$ cat src/rtl/i2cm_pkg.sv
// Shared types, constants and decode function for the I2C master bit engine.
package i2cm_pkg;

  // Widths and defaults
  localparam int unsigned WORD_BITS_DEF = 16;
  localparam int unsigned CNT_W         = 16;
  localparam int unsigned RD_W          = 16;
  localparam int unsigned BYTE_BITS     = 8;

  // Register reset values
  localparam logic [CNT_W-1:0] HALF_RST      = 16'd5;
  localparam logic [CNT_W-1:0] READ_HALF_RST = 16'd1;
  localparam logic [CNT_W-1:0] ACK_TO_RST    = 16'd5000;

  // Register indexes (byte address / 4)
  localparam logic [1:0] REG_HALF      = 2'd0;
  localparam logic [1:0] REG_READ_HALF = 2'd1;
  localparam logic [1:0] REG_ACK_TO    = 2'd2;

  // Operation codes as they arrive on the input
  localparam logic [2:0] OPC_NONE      = 3'd0;
  localparam logic [2:0] OPC_START     = 3'd1;
  localparam logic [2:0] OPC_STOP      = 3'd2;
  localparam logic [2:0] OPC_WRITE     = 3'd3;
  localparam logic [2:0] OPC_READ_BYTE = 3'd4;
  localparam logic [2:0] OPC_READ_WORD = 3'd5;

  // Classified command carried through the queue
  typedef enum logic [2:0] {
    CMD_NONE,
    CMD_START,
    CMD_STOP,
    CMD_WRITE,
    CMD_READ_BYTE,
    CMD_READ_WORD
  } cmd_t;

  // Bus sequencer phases
  typedef enum logic [3:0] {
    PH_IDLE,
    PH_START,
    PH_STOP,
    PH_WR_DATA,
    PH_WR_CLK,
    PH_ACK_HIGH,
    PH_ACK_POLL,
    PH_ACK_TAIL,
    PH_RD_LOW,
    PH_RD_HIGH
  } phase_t;

  typedef struct packed {
    logic [2:0] operation;
    logic [7:0] write_data;
    logic       sda_sample;
  } in_item_t;

  typedef struct packed {
    logic            scl_level;
    logic            sda_level;
    logic            sda_released;
    logic            busy_res;
    logic [RD_W-1:0] read_value;
    logic            read_done;
    logic            ack_missing;
  } out_item_t;

  typedef struct packed {
    cmd_t       cmd;
    logic [7:0] wdata;
    logic       pin;
  } q_item_t;

  typedef struct packed {
    logic [CNT_W-1:0] half_period;
    logic [CNT_W-1:0] read_half;
    logic [CNT_W-1:0] ack_timeout;
  } cfg_t;

  // Map the raw operation code; unknown codes act as no command
  function automatic cmd_t classify(input logic [2:0] op);
    cmd_t c;
    case (op)
      OPC_START:     c = CMD_START;
      OPC_STOP:      c = CMD_STOP;
      OPC_WRITE:     c = CMD_WRITE;
      OPC_READ_BYTE: c = CMD_READ_BYTE;
      OPC_READ_WORD: c = CMD_READ_WORD;
      default:       c = CMD_NONE;
    endcase
    return c;
  endfunction

endpackage

$ cat src/rtl/i2cm_front.sv
// Input side: takes requests, classifies the operation and queues them.
module i2cm_front (
  input  logic               clk,
  input  logic               rst,
  input  logic               in_valid,
  output logic               in_ready,
  input  i2cm_pkg::in_item_t in_data,
  output logic               q_valid,
  output i2cm_pkg::q_item_t  q_item,
  input  logic               q_pop
);

  i2cm_pkg::q_item_t mem [2];
  logic       wr_ptr;
  logic       rd_ptr;
  logic [1:0] count;
  logic       push;
  logic       pop;

  assign in_ready = (count != 2'd2);
  assign q_valid  = (count != 2'd0);
  assign q_item   = mem[rd_ptr];
  assign push     = in_valid && in_ready;
  assign pop      = q_pop && q_valid;

  // Queue storage, classified on entry
  always_ff @(posedge clk) begin
    if (push) begin
      mem[wr_ptr] <= '{cmd:   i2cm_pkg::classify(in_data.operation),
                       wdata: in_data.write_data,
                       pin:   in_data.sda_sample};
    end
  end

  // Pointers and fill count
  always_ff @(posedge clk) begin
    if (rst) begin
      wr_ptr <= 1'b0;
      rd_ptr <= 1'b0;
      count  <= 2'd0;
    end else begin
      if (push) wr_ptr <= ~wr_ptr;
      if (pop)  rd_ptr <= ~rd_ptr;
      case ({push, pop})
        2'b10:   count <= count + 2'd1;
        2'b01:   count <= count - 2'd1;
        default: count <= count;
      endcase
    end
  end

endmodule

$ cat src/rtl/i2cm_back.sv
// Bus sequencer: runs one tick per queued request and registers the result.
module i2cm_back #(
  parameter int unsigned WORD_BITS = i2cm_pkg::WORD_BITS_DEF
) (
  input  logic                clk,
  input  logic                rst,
  input  i2cm_pkg::cfg_t      cfg,
  input  logic                q_valid,
  input  i2cm_pkg::q_item_t   q_item,
  output logic                q_pop,
  output logic                out_valid,
  input  logic                out_ready,
  output i2cm_pkg::out_item_t out_data
);

  localparam int unsigned BW = $clog2(WORD_BITS + 1);
  localparam int unsigned CW = i2cm_pkg::CNT_W;
  localparam int unsigned RW = i2cm_pkg::RD_W;
  localparam logic [BW-1:0] WORD_LEN = BW'(WORD_BITS);
  localparam logic [BW-1:0] BYTE_LEN = BW'(i2cm_pkg::BYTE_BITS);
  localparam logic [CW-1:0] CNT_MAX  = '1;

  i2cm_pkg::phase_t phase, phase_next;
  logic [CW-1:0] tick_count, tick_count_next;
  logic [BW-1:0] bit_count, bit_count_next;
  logic [RW-1:0] shift_data, shift_data_next;
  logic [CW-1:0] ack_wait_count, ack_wait_count_next;
  logic scl_reg, scl_reg_next;
  logic sda_reg, sda_reg_next;
  logic sda_release_reg, sda_release_reg_next;
  logic ack_lost, ack_lost_next;
  logic rd_word, rd_word_next;

  logic          adv;
  logic [CW-1:0] lim, lim1, tick_inc, ack_inc, ack_lim1;
  logic          over;
  logic [BW-1:0] bit_inc;
  logic [BW-1:0] read_len;
  logic [RW-1:0] rd_val;
  logic          rd_done, missing;

  // Advance one tick when a request is queued and the result slot frees up
  assign adv   = q_valid && (!out_valid || out_ready);
  assign q_pop = adv;

  // Step timer: saturating count against the phase limit (zero acts as one)
  assign lim      = (phase == i2cm_pkg::PH_RD_LOW || phase == i2cm_pkg::PH_RD_HIGH)
                    ? cfg.read_half : cfg.half_period;
  assign lim1     = (lim == '0) ? CW'(1) : lim;
  assign tick_inc = (tick_count == CNT_MAX) ? tick_count : tick_count + CW'(1);
  assign over     = (tick_inc >= lim1);
  assign bit_inc  = bit_count + BW'(1);
  assign ack_inc  = (ack_wait_count == CNT_MAX) ? ack_wait_count
                    : ack_wait_count + CW'(1);
  assign ack_lim1 = (cfg.ack_timeout == '0) ? CW'(1) : cfg.ack_timeout;
  assign read_len = rd_word ? WORD_LEN : BYTE_LEN;

  // Next state and per-tick result
  always_comb begin
    phase_next           = phase;
    tick_count_next      = tick_count;
    bit_count_next       = bit_count;
    shift_data_next      = shift_data;
    ack_wait_count_next  = ack_wait_count;
    scl_reg_next         = scl_reg;
    sda_reg_next         = sda_reg;
    sda_release_reg_next = sda_release_reg;
    ack_lost_next        = ack_lost;
    rd_word_next         = rd_word;
    rd_val               = '0;
    rd_done              = 1'b0;
    missing              = 1'b0;
    case (phase)
      i2cm_pkg::PH_IDLE: begin
        tick_count_next = '0;
        bit_count_next  = '0;
        case (q_item.cmd)
          i2cm_pkg::CMD_START: begin
            phase_next   = i2cm_pkg::PH_START;
            sda_reg_next = 1'b1;
          end
          i2cm_pkg::CMD_STOP: begin
            phase_next   = i2cm_pkg::PH_STOP;
            sda_reg_next = 1'b0;
          end
          i2cm_pkg::CMD_WRITE: begin
            phase_next          = i2cm_pkg::PH_WR_DATA;
            shift_data_next     = RW'(q_item.wdata);
            sda_reg_next        = q_item.wdata[7];
            ack_lost_next       = 1'b0;
            ack_wait_count_next = '0;
          end
          i2cm_pkg::CMD_READ_BYTE, i2cm_pkg::CMD_READ_WORD: begin
            phase_next           = i2cm_pkg::PH_RD_LOW;
            rd_word_next         = (q_item.cmd == i2cm_pkg::CMD_READ_WORD);
            shift_data_next      = '0;
            sda_release_reg_next = 1'b1;
            scl_reg_next         = 1'b0;
          end
          default: ;
        endcase
      end
      i2cm_pkg::PH_START: begin
        tick_count_next = over ? '0 : tick_inc;
        if (over) begin
          bit_count_next = bit_inc;
          case (bit_inc)
            BW'(1):  scl_reg_next = 1'b1;
            BW'(2):  sda_reg_next = 1'b0;
            BW'(3):  scl_reg_next = 1'b0;
            default: begin
              bit_count_next = '0;
              phase_next     = i2cm_pkg::PH_IDLE;
            end
          endcase
        end
      end
      i2cm_pkg::PH_STOP: begin
        tick_count_next = over ? '0 : tick_inc;
        if (over) begin
          bit_count_next = bit_inc;
          case (bit_inc)
            BW'(1):  scl_reg_next = 1'b1;
            BW'(2):  sda_reg_next = 1'b1;
            default: begin
              bit_count_next = '0;
              phase_next     = i2cm_pkg::PH_IDLE;
            end
          endcase
        end
      end
      i2cm_pkg::PH_WR_DATA: begin
        tick_count_next = over ? '0 : tick_inc;
        if (over) begin
          scl_reg_next = 1'b1;
          phase_next   = i2cm_pkg::PH_WR_CLK;
        end
      end
      i2cm_pkg::PH_WR_CLK: begin
        tick_count_next = over ? '0 : tick_inc;
        if (over) begin
          shift_data_next = {{(RW-8){1'b0}}, shift_data[6:0], 1'b0};
          bit_count_next  = bit_inc;
          if (bit_inc >= BYTE_LEN) begin
            // SCL stays high into the acknowledge slot, SDA let go
            scl_reg_next         = 1'b1;
            sda_release_reg_next = 1'b1;
            phase_next           = i2cm_pkg::PH_ACK_HIGH;
          end else begin
            scl_reg_next = 1'b0;
            sda_reg_next = shift_data[6];
            phase_next   = i2cm_pkg::PH_WR_DATA;
          end
        end
      end
      i2cm_pkg::PH_ACK_HIGH: begin
        tick_count_next = over ? '0 : tick_inc;
        if (over) begin
          ack_wait_count_next = '0;
          phase_next          = i2cm_pkg::PH_ACK_POLL;
        end
      end
      i2cm_pkg::PH_ACK_POLL: begin
        // Poll the pin until it goes low or the wait runs out
        if (!q_item.pin || ack_inc >= ack_lim1) begin
          if (q_item.pin) ack_lost_next = 1'b1;
          scl_reg_next         = 1'b0;
          sda_release_reg_next = 1'b0;
          tick_count_next      = '0;
          phase_next           = i2cm_pkg::PH_ACK_TAIL;
        end
        if (q_item.pin) ack_wait_count_next = ack_inc;
      end
      i2cm_pkg::PH_ACK_TAIL: begin
        tick_count_next = over ? '0 : tick_inc;
        if (over) begin
          missing        = ack_lost;
          ack_lost_next  = 1'b0;
          bit_count_next = '0;
          phase_next     = i2cm_pkg::PH_IDLE;
        end
      end
      i2cm_pkg::PH_RD_LOW: begin
        tick_count_next = over ? '0 : tick_inc;
        if (over) begin
          scl_reg_next = 1'b1;
          phase_next   = i2cm_pkg::PH_RD_HIGH;
        end
      end
      i2cm_pkg::PH_RD_HIGH: begin
        tick_count_next = over ? '0 : tick_inc;
        if (over) begin
          shift_data_next = {shift_data[RW-2:0], q_item.pin};
          bit_count_next  = bit_inc;
          scl_reg_next    = 1'b0;
          if (bit_inc >= read_len) begin
            sda_release_reg_next = 1'b0;
            rd_done              = 1'b1;
            rd_val               = {shift_data[RW-2:0], q_item.pin};
            bit_count_next       = '0;
            phase_next           = i2cm_pkg::PH_IDLE;
          end else begin
            phase_next = i2cm_pkg::PH_RD_LOW;
          end
        end
      end
      default: phase_next = i2cm_pkg::PH_IDLE;
    endcase
  end

  // Sequencer state
  always_ff @(posedge clk) begin
    if (rst) begin
      phase           <= i2cm_pkg::PH_IDLE;
      tick_count      <= '0;
      bit_count       <= '0;
      shift_data      <= '0;
      ack_wait_count  <= '0;
      scl_reg         <= 1'b1;
      sda_reg         <= 1'b1;
      sda_release_reg <= 1'b0;
      ack_lost        <= 1'b0;
      rd_word         <= 1'b0;
    end else if (adv) begin
      phase           <= phase_next;
      tick_count      <= tick_count_next;
      bit_count       <= bit_count_next;
      shift_data      <= shift_data_next;
      ack_wait_count  <= ack_wait_count_next;
      scl_reg         <= scl_reg_next;
      sda_reg         <= sda_reg_next;
      sda_release_reg <= sda_release_reg_next;
      ack_lost        <= ack_lost_next;
      rd_word         <= rd_word_next;
    end
  end

  // Result register
  always_ff @(posedge clk) begin
    if (rst) begin
      out_valid <= 1'b0;
    end else if (adv) begin
      out_valid <= 1'b1;
    end else if (out_ready) begin
      out_valid <= 1'b0;
    end
  end

  always_ff @(posedge clk) begin
    if (adv) begin
      out_data <= '{scl_level:    scl_reg_next,
                    sda_level:    sda_reg_next,
                    sda_released: sda_release_reg_next,
                    busy_res:     (phase_next != i2cm_pkg::PH_IDLE),
                    read_value:   rd_val,
                    read_done:    rd_done,
                    ack_missing:  missing};
    end
  end

endmodule

$ cat src/rtl/i2c_master_bit_engine_core.sv
// Top level of the I2C master bit engine: register port, request queue, sequencer.
//
//   port group   dir  handshake          payload
//   in_*         in   in_valid/in_ready  in_data  (operation, write_data, sda_sample)
//   out_*        out  out_valid/out_ready out_data (bus levels, busy, read/ack status)
//   apb p*       in/out psel/penable     paddr, pwdata, prdata (3 timing registers)
//
// One request per clock while the output is not stalled: each request is one bus
// tick, and the sequencer retires one tick per cycle from a two-entry queue.
// An accepted request passes through a queue entry and then the result register.
// Reset (rst, synchronous) empties the queue, idles the sequencer, sets
// SCL/SDA high and loads the register defaults; no clearing pass.
// A stalled output holds the result; the queue keeps accepting until full.
module i2c_master_bit_engine_core #(
  parameter int unsigned WORD_BITS = i2cm_pkg::WORD_BITS_DEF
) (
  input  logic                clk,
  input  logic                rst,
  input  logic                in_valid,
  output logic                in_ready,
  input  i2cm_pkg::in_item_t  in_data,
  output logic                out_valid,
  input  logic                out_ready,
  output i2cm_pkg::out_item_t out_data,
  input  logic                psel,
  input  logic                penable,
  input  logic                pwrite,
  input  logic [3:0]          paddr,
  input  logic [31:0]         pwdata,
  output logic [31:0]         prdata,
  output logic                pready
);

  i2cm_pkg::cfg_t    cfg;
  i2cm_pkg::q_item_t q_item;
  logic              q_valid;
  logic              q_pop;
  logic              wr_en;

  assign pready = 1'b1;
  assign wr_en  = psel && penable && pwrite;

  // Timing registers
  always_ff @(posedge clk) begin
    if (rst) begin
      cfg.half_period <= i2cm_pkg::HALF_RST;
      cfg.read_half   <= i2cm_pkg::READ_HALF_RST;
      cfg.ack_timeout <= i2cm_pkg::ACK_TO_RST;
    end else if (wr_en) begin
      case (paddr[3:2])
        i2cm_pkg::REG_HALF:      cfg.half_period <= pwdata[15:0];
        i2cm_pkg::REG_READ_HALF: cfg.read_half   <= pwdata[15:0];
        i2cm_pkg::REG_ACK_TO:    cfg.ack_timeout <= pwdata[15:0];
        default: ;
      endcase
    end
  end

  // Register read-back
  always_comb begin
    case (paddr[3:2])
      i2cm_pkg::REG_HALF:      prdata = {16'd0, cfg.half_period};
      i2cm_pkg::REG_READ_HALF: prdata = {16'd0, cfg.read_half};
      i2cm_pkg::REG_ACK_TO:    prdata = {16'd0, cfg.ack_timeout};
      default:                 prdata = '0;
    endcase
  end

  i2cm_front u_front (
    .clk      (clk),
    .rst      (rst),
    .in_valid (in_valid),
    .in_ready (in_ready),
    .in_data  (in_data),
    .q_valid  (q_valid),
    .q_item   (q_item),
    .q_pop    (q_pop)
  );

  i2cm_back #(
    .WORD_BITS (WORD_BITS)
  ) u_back (
    .clk       (clk),
    .rst       (rst),
    .cfg       (cfg),
    .q_valid   (q_valid),
    .q_item    (q_item),
    .q_pop     (q_pop),
    .out_valid (out_valid),
    .out_ready (out_ready),
    .out_data  (out_data)
  );

endmodule

$ cat config.mk
export PLATFORM = sky130hd
export DESIGN_NAME = i2c_master_bit_engine_core
export DESIGN_NICKNAME = d
export VERILOG_FILES = /design/src/rtl/i2cm_pkg.sv /design/src/rtl/i2cm_front.sv /design/src/rtl/i2cm_back.sv /design/src/rtl/i2c_master_bit_engine_core.sv
export SDC_FILE = /design/constraint.sdc
export NUM_CORES = 1
export LEC_CHECK = 0
export ABC_AREA = 1
export BUFFER_PORTS_ARGS = -buffer_cell sky130_fd_sc_hd__buf_2
export CAP_MARGIN = 20
export CORE_ASPECT_RATIO = 1.25
export CORE_MARGIN = 4
export CORE_UTILIZATION = 30
export CTS_CLUSTER_DIAMETER = 30
export DETAILED_ROUTE_END_ITERATION = 12
export GPL_TIMING_DRIVEN = 1
export SLEW_MARGIN = 20
export SYNTH_ARGS = -nofsm -noshare
export SYNTH_HDL_FRONTEND = slang
export SYNTH_SLANG_ARGS = --single-unit
$ cat constraint.sdc
create_clock -name clk -period 3.7 [get_ports clk]
set_input_delay 0.555 -clock clk [delete_from_list [all_inputs] [get_ports clk]]
set_output_delay 0.555 -clock clk [all_outputs]
set_load 0.005 [all_outputs]
After elaboration in Yosys (flattened, before gate mapping):

Memory sizes are Yosys's and may differ from the RTL's. A register that Yosys moved wholly into a read port is not among the register bits.
Index checks and enable logic that the tools add are counted.
Widths: inputs -> output; s select.

* memories kept: 1
* flip-flop bits (word level): 136
* memory bits (writable): 24
* input bits: 55

* multiplexer cells: 83
* order comparisons: 4
* reduce and logical (&&, ||, !) cells: 40
* equal/unequal tests: 39
* add/sub/neg operators: 5
* bitwise logic cells: 2

Memory list
* u_front.mem: words 2, width 12, read ports 1, clocked after Yosys merged registers in 1, wr ports 1, RTL line i2cm_front.sv:13 `i2cm_pkg::q_item_t mem [2];`

Operators by type and width (number)
* $mux 16: 10
* $pmux 16 s3: 3
* $mux 4: 12
* $mux 5: 9
* $pmux 15 s3: 1
* $pmux 4 s10: 1
* $add 16x1->16 const B: 2
* $eq 16x16->1 const B: 2
* $ge 16x16->1: 2
* $logic_not 16->1: 2
* $mux 1: 32
* $mux 15: 2
* $pmux 15 s2: 1
* $pmux 5 s6: 1
* $eq 4x3->1 const B: 4
* $ne 2x1->1 const B: 8
* $pmux 4 s4: 1
* $pmux 3 s5: 1
* $eq 3x2->1 const B: 4
* $eq 3x3->1 const B: 4
* $reduce_bool 3->1: 4
* $eq 5x2->1 const B: 2
* $reduce_and 2->1: 5
* $reduce_and 5->1: 2
* 35 further kinds: 58

Depth between registers and ports, before layout:

Gate-level depths: netlist of run 1.

* word-level depth: 9
* gate-level depth with buffers: 28
* gate-level depth less buffers: 28

Hierarchy:

A second synthesis of run 1 with hierarchy kept.

* cells, all modules: 1298
* area, all modules: 9490.4 um2

Modules (own cells, without submodules)
* i2cm_back: seq. area each 1901.8 um2, area each 5878.1 um2, instances 1, cells an instance 847
* i2c_master_bit_engine_core: seq. area each 960.9 um2, area each 2386.0 um2, instances 1, cells an instance 369
* i2cm_front: seq. area each 820.8 um2, area each 1226.2 um2, instances 1, cells an instance 82

Worst setup path after synthesis of run 1:

No wires, ideal clock.

* path kind: register -> register
* start point: register u_back.tick_count[0]
* end point: register, netlist name u_back.out_data[18]
* arrival: 2.748 ns
* cell stages (with the launch flop): 26
* buffers on the path: 1
* clock period less this slack: 3.009 ns
* setup slack: 0.691 ns
* data required time: 3.439 ns
* library setup time: 0.261 ns
* cell sequence: dfxtp_1 ha_1 nand3_1 inv_1 nand3_1 nor2_1 nand2_1 inv_2 nor2_1 xor2_1 inv_2 ha_1 nand2_1 inv_1 nand2_1 a21oi_1 nor2_1 nand2_1 buf_2 nand2_1 nand2_1 nand2_1 nand2_1 nand2_1 nor2_1 nand3b_1

* longest elaborated chain between the ends: 6
* elaborated cells between the ends (all ways): 14
* those cells by class: add/sub: 1; order compare: 1; eq/ne: 1; mux: 10; reduce/logical: 1

Ends and longest elaborated chain
* from (decl): RTL line i2cm_back.sv:24 `logic [CW-1:0] tick_count, tick_count_next;`
* from (signal assigned): RTL line i2cm_back.sv:226 `tick_count <= tick_count_next;`
* $add 16x1->16 / $eq 16x16->1 (equally long branches): RTL line i2cm_back.sv:50 `assign tick_inc = (tick_count == CNT_MAX) ? tick_count : tick_count + CW'(1);`
* $mux 16 (*): RTL line i2cm_back.sv:50
* $ge 16x16->1 (*): RTL line i2cm_back.sv:51 `assign over = (tick_inc >= lim1);`
* $mux 4, or another cell as far along: RTL line i2cm_back.sv:192 `if (over) begin`
* $pmux 4 s10 (*): RTL line i2cm_back.sv:73 `case (phase)`
* $reduce_bool 4->1 (*): RTL line i2cm_back.sv:254 `busy_res: (phase_next != i2cm_pkg::PH_IDLE),`

Every way passes the cells marked *; elsewhere a longest branch is shown, timed or not.
A chain may end at the register's enable or synchronous reset.

Final worst setup path of run 1:

* start point: register u_back.tick_count[3]
* end point: register, netlist name u_back.out_data[18]

* longest elaborated chain between the ends: 6
* elaborated cells between the ends (all ways): 14
* those cells by class: add/sub: 1; order compare: 1; eq/ne: 1; mux: 10; reduce/logical: 1

Ends and longest elaborated chain (RTL line)
* $add 16x1->16 / $eq 16x16->1 (equally long branches): i2cm_back.sv:50
* $mux 16 (*): i2cm_back.sv:50
* $ge 16x16->1 (*): i2cm_back.sv:51
* $mux 4, or another cell as far along: i2cm_back.sv:192
* $pmux 4 s10 (*): i2cm_back.sv:73
* $reduce_bool 4->1 (*): i2cm_back.sv:254

Marks and branches as above.

==> results of run 1 <==
## cells by family (layout without fill, tap and decap cells)
| logic type | Yosys count | in the layout | share of synthesized area |
|---|---|---|---|
| simple gates | 500 | 500 | 0.2331 |
| compound gates | 278 | 278 | 0.1821 |
| buf+inv | 239 | 321 | 0.1113 |
| flops | 161 | 161 | 0.3990 |
| fa+ha+maj | 41 | 41 | 0.05556 |
| xor+xnor | 18 | 18 | 0.01708 |
| other cells | 2 | 17 | 0.0008134 |
| mux | 1 | 1 | 0.001084 |
## path summary, 6_finish.rpt
check | to | cells after the start | from
max | u_back.out_data[18]$_DFFE_PP_ | 17 | u_back.tick_count[3]$_SDFFE_PP0P_
min | u_front.mem[0][0]$_DFFE_PP_ | 1 | in_data[0]
max reg2reg | u_back.out_data[18]$_DFFE_PP_ | 17 | u_back.tick_count[3]$_SDFFE_PP0P_
min reg2reg | u_front.rd_ptr$_SDFFE_PP0P_ | 1 | u_front.rd_ptr$_SDFFE_PP0P_
## power by group through the flow
stage	Clock [uW]	Combinational, uW	Sequential (uW)
floorplan	0	2010	2360
global placement	0	2820	2390
detailed placement	0	2860	2390
CTS	1830	2870	2360
global route	1900	3260	2390
finish	1780	2890	2360
## repair_timing
item / in CTS / in global routing
resized for setup: 0 / 22
hold buffers: 0 / 0
endpoints found under the setup margin: 0 / 51
## cells in the final DEF (no fill, tap or decap), types with 7 or more instances in the layout
cell	netlist	layout
a211oi_2	7	7
a21oi_1	109	109
a22oi_2	9	9
buf_2	7	76
buf_4	18	30
clkbuf_16	0	17
conb_1	2	17
dfxtp_1	115	115
edfxtp_1	46	46
ha_1	41	41
inv_1	159	158
inv_2	20	20
nand2_1	246	244
nand3_1	41	40
nand4_1	19	19
nor2_1	145	141
nor2_2	14	18
nor3_1	15	14
o211ai_1	9	9
o21ai_0	82	73
o21ai_1	18	24
o221ai_1	16	16
xor2_1	17	17
## metrics by stage
| step | util | cell area (sq um) | hold WS (ns) |
|---|---|---|---|
| 6_report | 0.3551 | 10720 | 0.3116 |
| 5_1_grt | 0.3551 | 10720 | 0.2906 |
| 4_1_cts | 0.3536 | 10680 | 0.2849 |
| 3_5_place_dp | 0.3343 | 10100 | 0.4507 |
| 3_3_place_gp | 0.3343 | 10100 | 0.4373 |
| 2_1_floorplan | - | 9289 | 0.4257 |
## layer usage
layer | global-route usage | vias to the layer above | part of all wire
li1 | - | 4239 | -
met1 | 0.1794 | 3777 | 0.43
met2 | 0.2542 | 196 | 0.49
met3 | 0.03147 | 28 | 0.051
met4 | 0.05141 | 0 | 0.022
met5 | 0 | - | 0
## synthesized netlist by cell type, drive strengths merged (15+ instances only)
| library cell | count |
|---|---|
| clkbuf | 27 |
| edfxtp | 46 |
| a22oi | 15 |
| a21oi | 116 |
| nand4 | 19 |
| nand3 | 42 |
| nor2 | 160 |
| nor3 | 19 |
| xor2 | 17 |
| inv | 180 |
| nand2 | 254 |
| ha | 41 |
| o221ai | 16 |
| dfxtp | 115 |
| buf | 31 |
| o21ai | 103 |
## area by class of cell
class	instances	area, sq um
Inverter	181	689.4
Clock buffer	18	439.2
Multi-Input combinational cell	855	4621
Sequential cell	161	3684
Timing Repair Buffer	108	645.6
Clock inverter	14	143.9
Fill cell	3238	19480
Tap cell	401	501.7
==> flow_summary.yaml, run 1 <==
outcome:
  outcome: "complete, no violations"
synth:
  ys_top_cells_by_area: "dfxtp_1 25%, edfxtp_1 15%, nand2_1 10%"
  synth.yosys.seq_area_share: 0.3990
  yosysTopAreaCell: "dfxtp_1"
  syn_area_sq_mm: 0.009233
  synth_warnings: 0
  avgSynthCellArea_sq_um: 7.446
  ys_ff_latch: 161
  synthArstFlopShare: 0
  synth_ff_type: "dfxtp_1"
  synth_edf_count: 46
  synth.distinct_cells: 50
  syn_inst: 1240
  yosysTopAreaCellShare: 0.2494
critical_path:
  critPathMaxFanout: 6
  path_cells: "inv_1 > nor4_2 > nand2_1 > nor2_1 > nand3_1 > o21ai_0 > inv_1 > ha_1 > a21oi_1 > o21ai_0 > nor2_2 > nand2_2 > buf_4 > o22ai_1 > nand3_1 > nor2_1 > nand3b_1"
  cp-end-kind: "flop"
  slowest_stage: "dfxtp_1"
  critPathRequiredTime_ns: 3.87
  critPathKind: "reg -> reg"
  rrSetupSlack_ns: 0.31
  critPathArrivalTime_ns: 3.56
  crit_buf_inv: 3
  critical-path-max-stage-delay_ns: 0.38
  crit_family: "simple AND/OR/NAND/NOR gates"
  startpoint_type: "flop"
cells_and_area:
  largest_register: "cfg"
  n_antenna_cell: 0
  area_growth_pct: 16.15
  drive_gt1_frac: 0.1713
  num-nets-final: 1420
  stdcell_count: 1738
  reg_top3: "cfg x48, u_front.mem x24, u_back.out_data x22"
  largest_register_ff_count: 48
global_routing:
  grt_max_degree: 36
  grtUsageTotal: 0.1469
  grt_overflow: 0
  grt_pass1_vias: 7933
  antenna_found_initial: 0
  grt_pass1_wl_um: 39680
drt:
  drc: 0
  num_vias: 8240
  vias_per_cell: 4.741
  drt-pass1-iter-count: 4
  drt_iter0_drc: 438
  drt-total-wl_um: 24310
  wl_per_cell_um: 13.99
  drtAntennaViolNets: 0
sta:
  hold_viol: 0
  fin_skew_ns: 0.01055
  finalWorstPathRequiredPeriod_ns: 3.390
  post-route-period-util: 0.9163
  setup_viol: 0
  worst_slack_ns: 0.3096
  slew_viol_final: 0
  max_freq_ghz: 0.2950
  slew_headroom: 0.3069
  finalSetupTns_ns: 0
  grt_setup_unrepaired: "false"
  tightest_slew_ns: 1.036
floorplan:
  die_area_sq_mm: 0.03366
  die_w_um: 164.9
  die_y_um: 204.1
  row_count: 71
  ioPinCount: 112
  initial_utilization: 0.3057
  coreArea_sq_mm: 0.03020
place:
  portBuffers: 76
  gp_congestion: 0.8757
  placed_cells: 1706
  hpwl_um: 18020
  dp_slack_ns: 0.1974
power_and_ir_drop:
  p_leak_uw: 0.004776
  power_frac_seq: 0.336
  clock_power_share: 0.253
  p_comb_frac: 0.411
  internal-power_uw: 4163
  switchingPower_uw: 2855
  power_uw: 7019
  vdd_drop_max_uv: 363.6
  power.switching_fraction: 0.4068
  power_density_mw_per_mm2: 654.5
clocking:
  clk_pin_slew_ns: 0.07
  cts_root_buffer: "clkbuf_16"
  clock_latency_ns: 0.43
  cts_tree: "yes"
  cts_post_setup_buffers_inserted: 0
  clock_path_buffers: 2
  cts_made_buffers: 17
  cts_sinks: 161
  cts.htree.levels: 4
flow_run:
  drv_cap: 0
min_path:
  hp-class: "in -> reg"
Note: power is estimated with default switching activity, not from simulation.
==> inputs of run 2 (changes only) <==
- ABC_AREA: 1 -> not set
==> run 2 against run 1 <==
Net effect:
- the flow now finishes with violations (negative setup slack)
- first-iteration DRC count rose by 7.1%
- die area fell by 1.7%
- final cell count fell by 5.8%
- sequential power fell by 3%
- critical path type unchanged
- largest cell class unchanged
- largest power group unchanged
==> flow_summary.yaml, run 2 <==
min_path:
  whs_endpoint: "u_front.mem[0][4]$_DFFE_PP_"
  whs_path_depth: 1
  hp-class: "in -> reg"
  hold_start: "in_data[4]"
floorplan:
  row_count: 70
  coreArea_sq_mm: 0.02952
  initial_utilization: 0.3072
  die_y_um: 202.4
  die_w_um: 163.5
  die_area_sq_mm: 0.03308
  ioPinCount: 112
clocking:
  cts_made_buffers: 17
  cts_sinks: 161
  cts.htree.levels: 4
  clock_latency_ns: 0.44
  cts_root_buffer: "clkbuf_16"
  clock_path_buffers: 2
  ctsHoldBuffers: 0
  clk_pin_slew_ns: 0.08
  cts_tree: "yes"
synth:
  synth.distinct_cells: 72
  synth_common_cells: "185 x nand2_1, 115 x dfxtp_1, 91 x a21oi_1"
  synth_ff_type: "dfxtp_1"
  yosysMostFrequentCell: "nand2_1"
  syn_area_sq_mm: 0.009066
  avgSynthCellArea_sq_um: 8.481
  ys_ff_latch: 161
  synth_edf_count: 46
  synthArstFlopShare: 0
  ys_top_cells_by_area: "dfxtp_1 25%, edfxtp_1 15%, nand2_1 7.7%"
  syn_inst: 1069
  synth.yosys.seq_area_share: 0.4063
  yosysTopAreaCellShare: 0.2539
  yosysTopAreaCell: "dfxtp_1"
  synth_warnings: 0
sta:
  max_freq_ghz: 0.2542
  finalWorstPathRequiredPeriod_ns: 3.933
  grt_setup_unrepaired: "true"
  slew_viol_final: 0
  hold_slack_ns: 0.3012
  tightest_slew_ns: 1.214
  setup_viol: 42
  fin_skew_ns: 0.01885
  worst_slack_ns: -0.2332
  hold_viol: 0
  slew_headroom: 0.1835
  post-route-period-util: 1.063
global_routing:
  grt_pass1_vias: 8133
  grtUsageTotal: 0.1515
  grt_pass1_wl_um: 40760
  grt_overflow: 0
  grt_max_degree: 56
  antenna_found_initial: 0
drt:
  vias_per_cell: 5.096
  drtAntennaViolNets: 0
  drt-pass1-iter-count: 5
  drt_iter0_drc: 469
  wl_per_cell_um: 15.47
  drc: 0
  drt-total-wl_um: 25330
  num_vias: 8347
cells_and_area:
  num-nets-final: 1325
  area_growth_pct: 30.89
  stdcell_count: 1638
  drive_gt1_frac: 0.2713
  reg_top3: "cfg x48, u_front.mem x24, u_back.out_data x22"
  final_cell_mix: "180 x nand2_1, 115 x buf_4, 106 x dfxtp_1"
  largest_register: "cfg"
  final_common_cell: "nand2_1"
  final_core_util: 0.4020
  fillers: 3006
  n_antenna_cell: 0
  largest_register_ff_count: 48
place:
  placed_cells: 1593
  hpwl_um: 17680
  dp_slack_ns: -0.4239
  gp_congestion: 0.8982
  portBuffers: 76
critical_path:
  critPathRequiredTime_ns: 3.86
  cp-end-kind: "flop"
  critPathArrivalTime_ns: 4.10
  worstReg2RegStart: "u_back.tick_count[0]$_SDFFE_PP0P_"
  r2r-end: "u_back.out_data[18]$_DFFE_PP_"
  crit_top_cell: "nor4_4"
  critPathMaxFanout: 5
  slowest_stage: "or4b_4"
  critical-path-max-stage-delay_ns: 0.54
  startpoint_type: "flop"
  critPathKind: "reg -> reg"
  path_cells: "ha_2 > nand2_1 > or3_4 > buf_6 > nor4_4 > a21oi_2 > ha_1 > nand2_2 > nor4_4 > or4b_4 > and3_4 > a221o_1 > a221oi_4 > nand4_1"
  r2r_cells: 14
  rrSetupSlack_ns: -0.23
power_and_ir_drop:
  power.switching_fraction: 0.3672
  internal-power_uw: 4110
  vdd_drop_max_uv: 356.5
  power_density_mw_per_mm2: 547.4
  switchingPower_uw: 2386
  p_comb_frac: 0.367
  power_uw: 6496
  clock_power_share: 0.280
  p_leak_uw: 0.004545
  power_frac_seq: 0.352
outcome:
  outcome: "finished with violations"
  violations: "negative setup slack"
flow_run:
  drv_cap: 0
[run 2: cell types whose count changed after synthesis, sizes merged, moves of 18 or more]
cell / before / now
inv: 180 / 36
nor2: 160 / 57
nand2: 254 / 185
o21ai: 103 / 53
mux2i: 1 / 45
a21oi: 116 / 92
clkbuf: 27 / 50
and2: 0 / 18
[run 2: layout make-up]
cell class                      count  area (sq um)  area share
Clock inverter                     13         160.2     0.01350
Clock buffer                       19         442.9     0.03733
Tap cell                          396         495.5     0.04175
Sequential cell                   161          3695      0.3114
Inverter                           36         135.1     0.01139
Multi-Input combinational cell    807          5464      0.4605
Timing Repair Buffer              206          1474      0.1242
[run 2: worst max path at each step]
stage,start,endpoint,slack (ns),cells past startpoint
finish,u_back.tick_count[0]$_SDFFE_PP0P_,u_back.out_data[18]$_DFFE_PP_,-0.23,14
CTS,u_back.phase[1]$_SDFFE_PP0P_,u_back.sda_reg$_SDFFE_PP1P_,-0.14,15
global route,u_back.tick_count[0]$_SDFFE_PP0P_,u_back.out_data[18]$_DFFE_PP_,-0.38,14
detailed placement,u_back.tick_count[1]$_SDFFE_PP0P_,u_back.sda_reg$_SDFFE_PP1P_,-0.42,13
global placement,u_back.tick_count[1]$_SDFFE_PP0P_,u_back.sda_reg$_SDFFE_PP1P_,-0.38,13
floorplan,u_back.phase[1]$_SDFFE_PP0P_,u_back.sda_reg$_SDFFE_PP1P_,-0.29,17
[run 2: critical path, delay by kind of cell (launching register included)]
family          cells  cell delay [ns]
fa+ha+maj           2             0.48
simple gates        8             1.96
compound gates      3             0.73
buf+inv             1             0.15
flops               1             0.35
[run 2: cell families after synthesis]
logic type / Yosys count / share of synthesized area
AND/OR/NAND/NOR: 417 / 0.2175
XOR/XNOR: 27 / 0.02608
buffers and inverters: 117 / 0.05727
multiplexers: 48 / 0.05341
adder cells (fa/ha/maj): 41 / 0.05658
other: 2 / 0.0008284
flip-flops: 161 / 0.4063
AO/OA/AOI/OAI: 256 / 0.1820
[run 2: repair_timing]
action,in CTS,in global routing
resized for setup,57,64
pin swaps,9,24
gates cloned,1,1
buffers inserted,6,5
endpoints found under the setup margin,71,81
[run 2: layer usage]
layer  up-vias  global-route usage  part of all wire
met3        36             0.02468             0.043
met4         0             0.05304             0.021
li1       4141                   -                 -
met5         -                   0                 0
met1      3959              0.1860              0.44
met2       211              0.2669              0.50
[run 2: power by group through the flow]
stage	sequential [uW]	combinational, uW	clock (uW)
after global routing	2320	2610	1930
after detailed placement	2320	2040	0
after global placement	2310	2020	0
after CTS	2280	2190	1850
final	2290	2390	1820
after floorplan	2270	1350	0
[run 2: stage by stage]
step / cell area, sq um / TNS [ns]
detailed placement: 10600 / -15.26
CTS: 11510 / -0.4898
global placement: 10600 / -13.35
floorplan: 9218 / -4.853
global route: 11870 / -13.08
finish: 11870 / -3.036
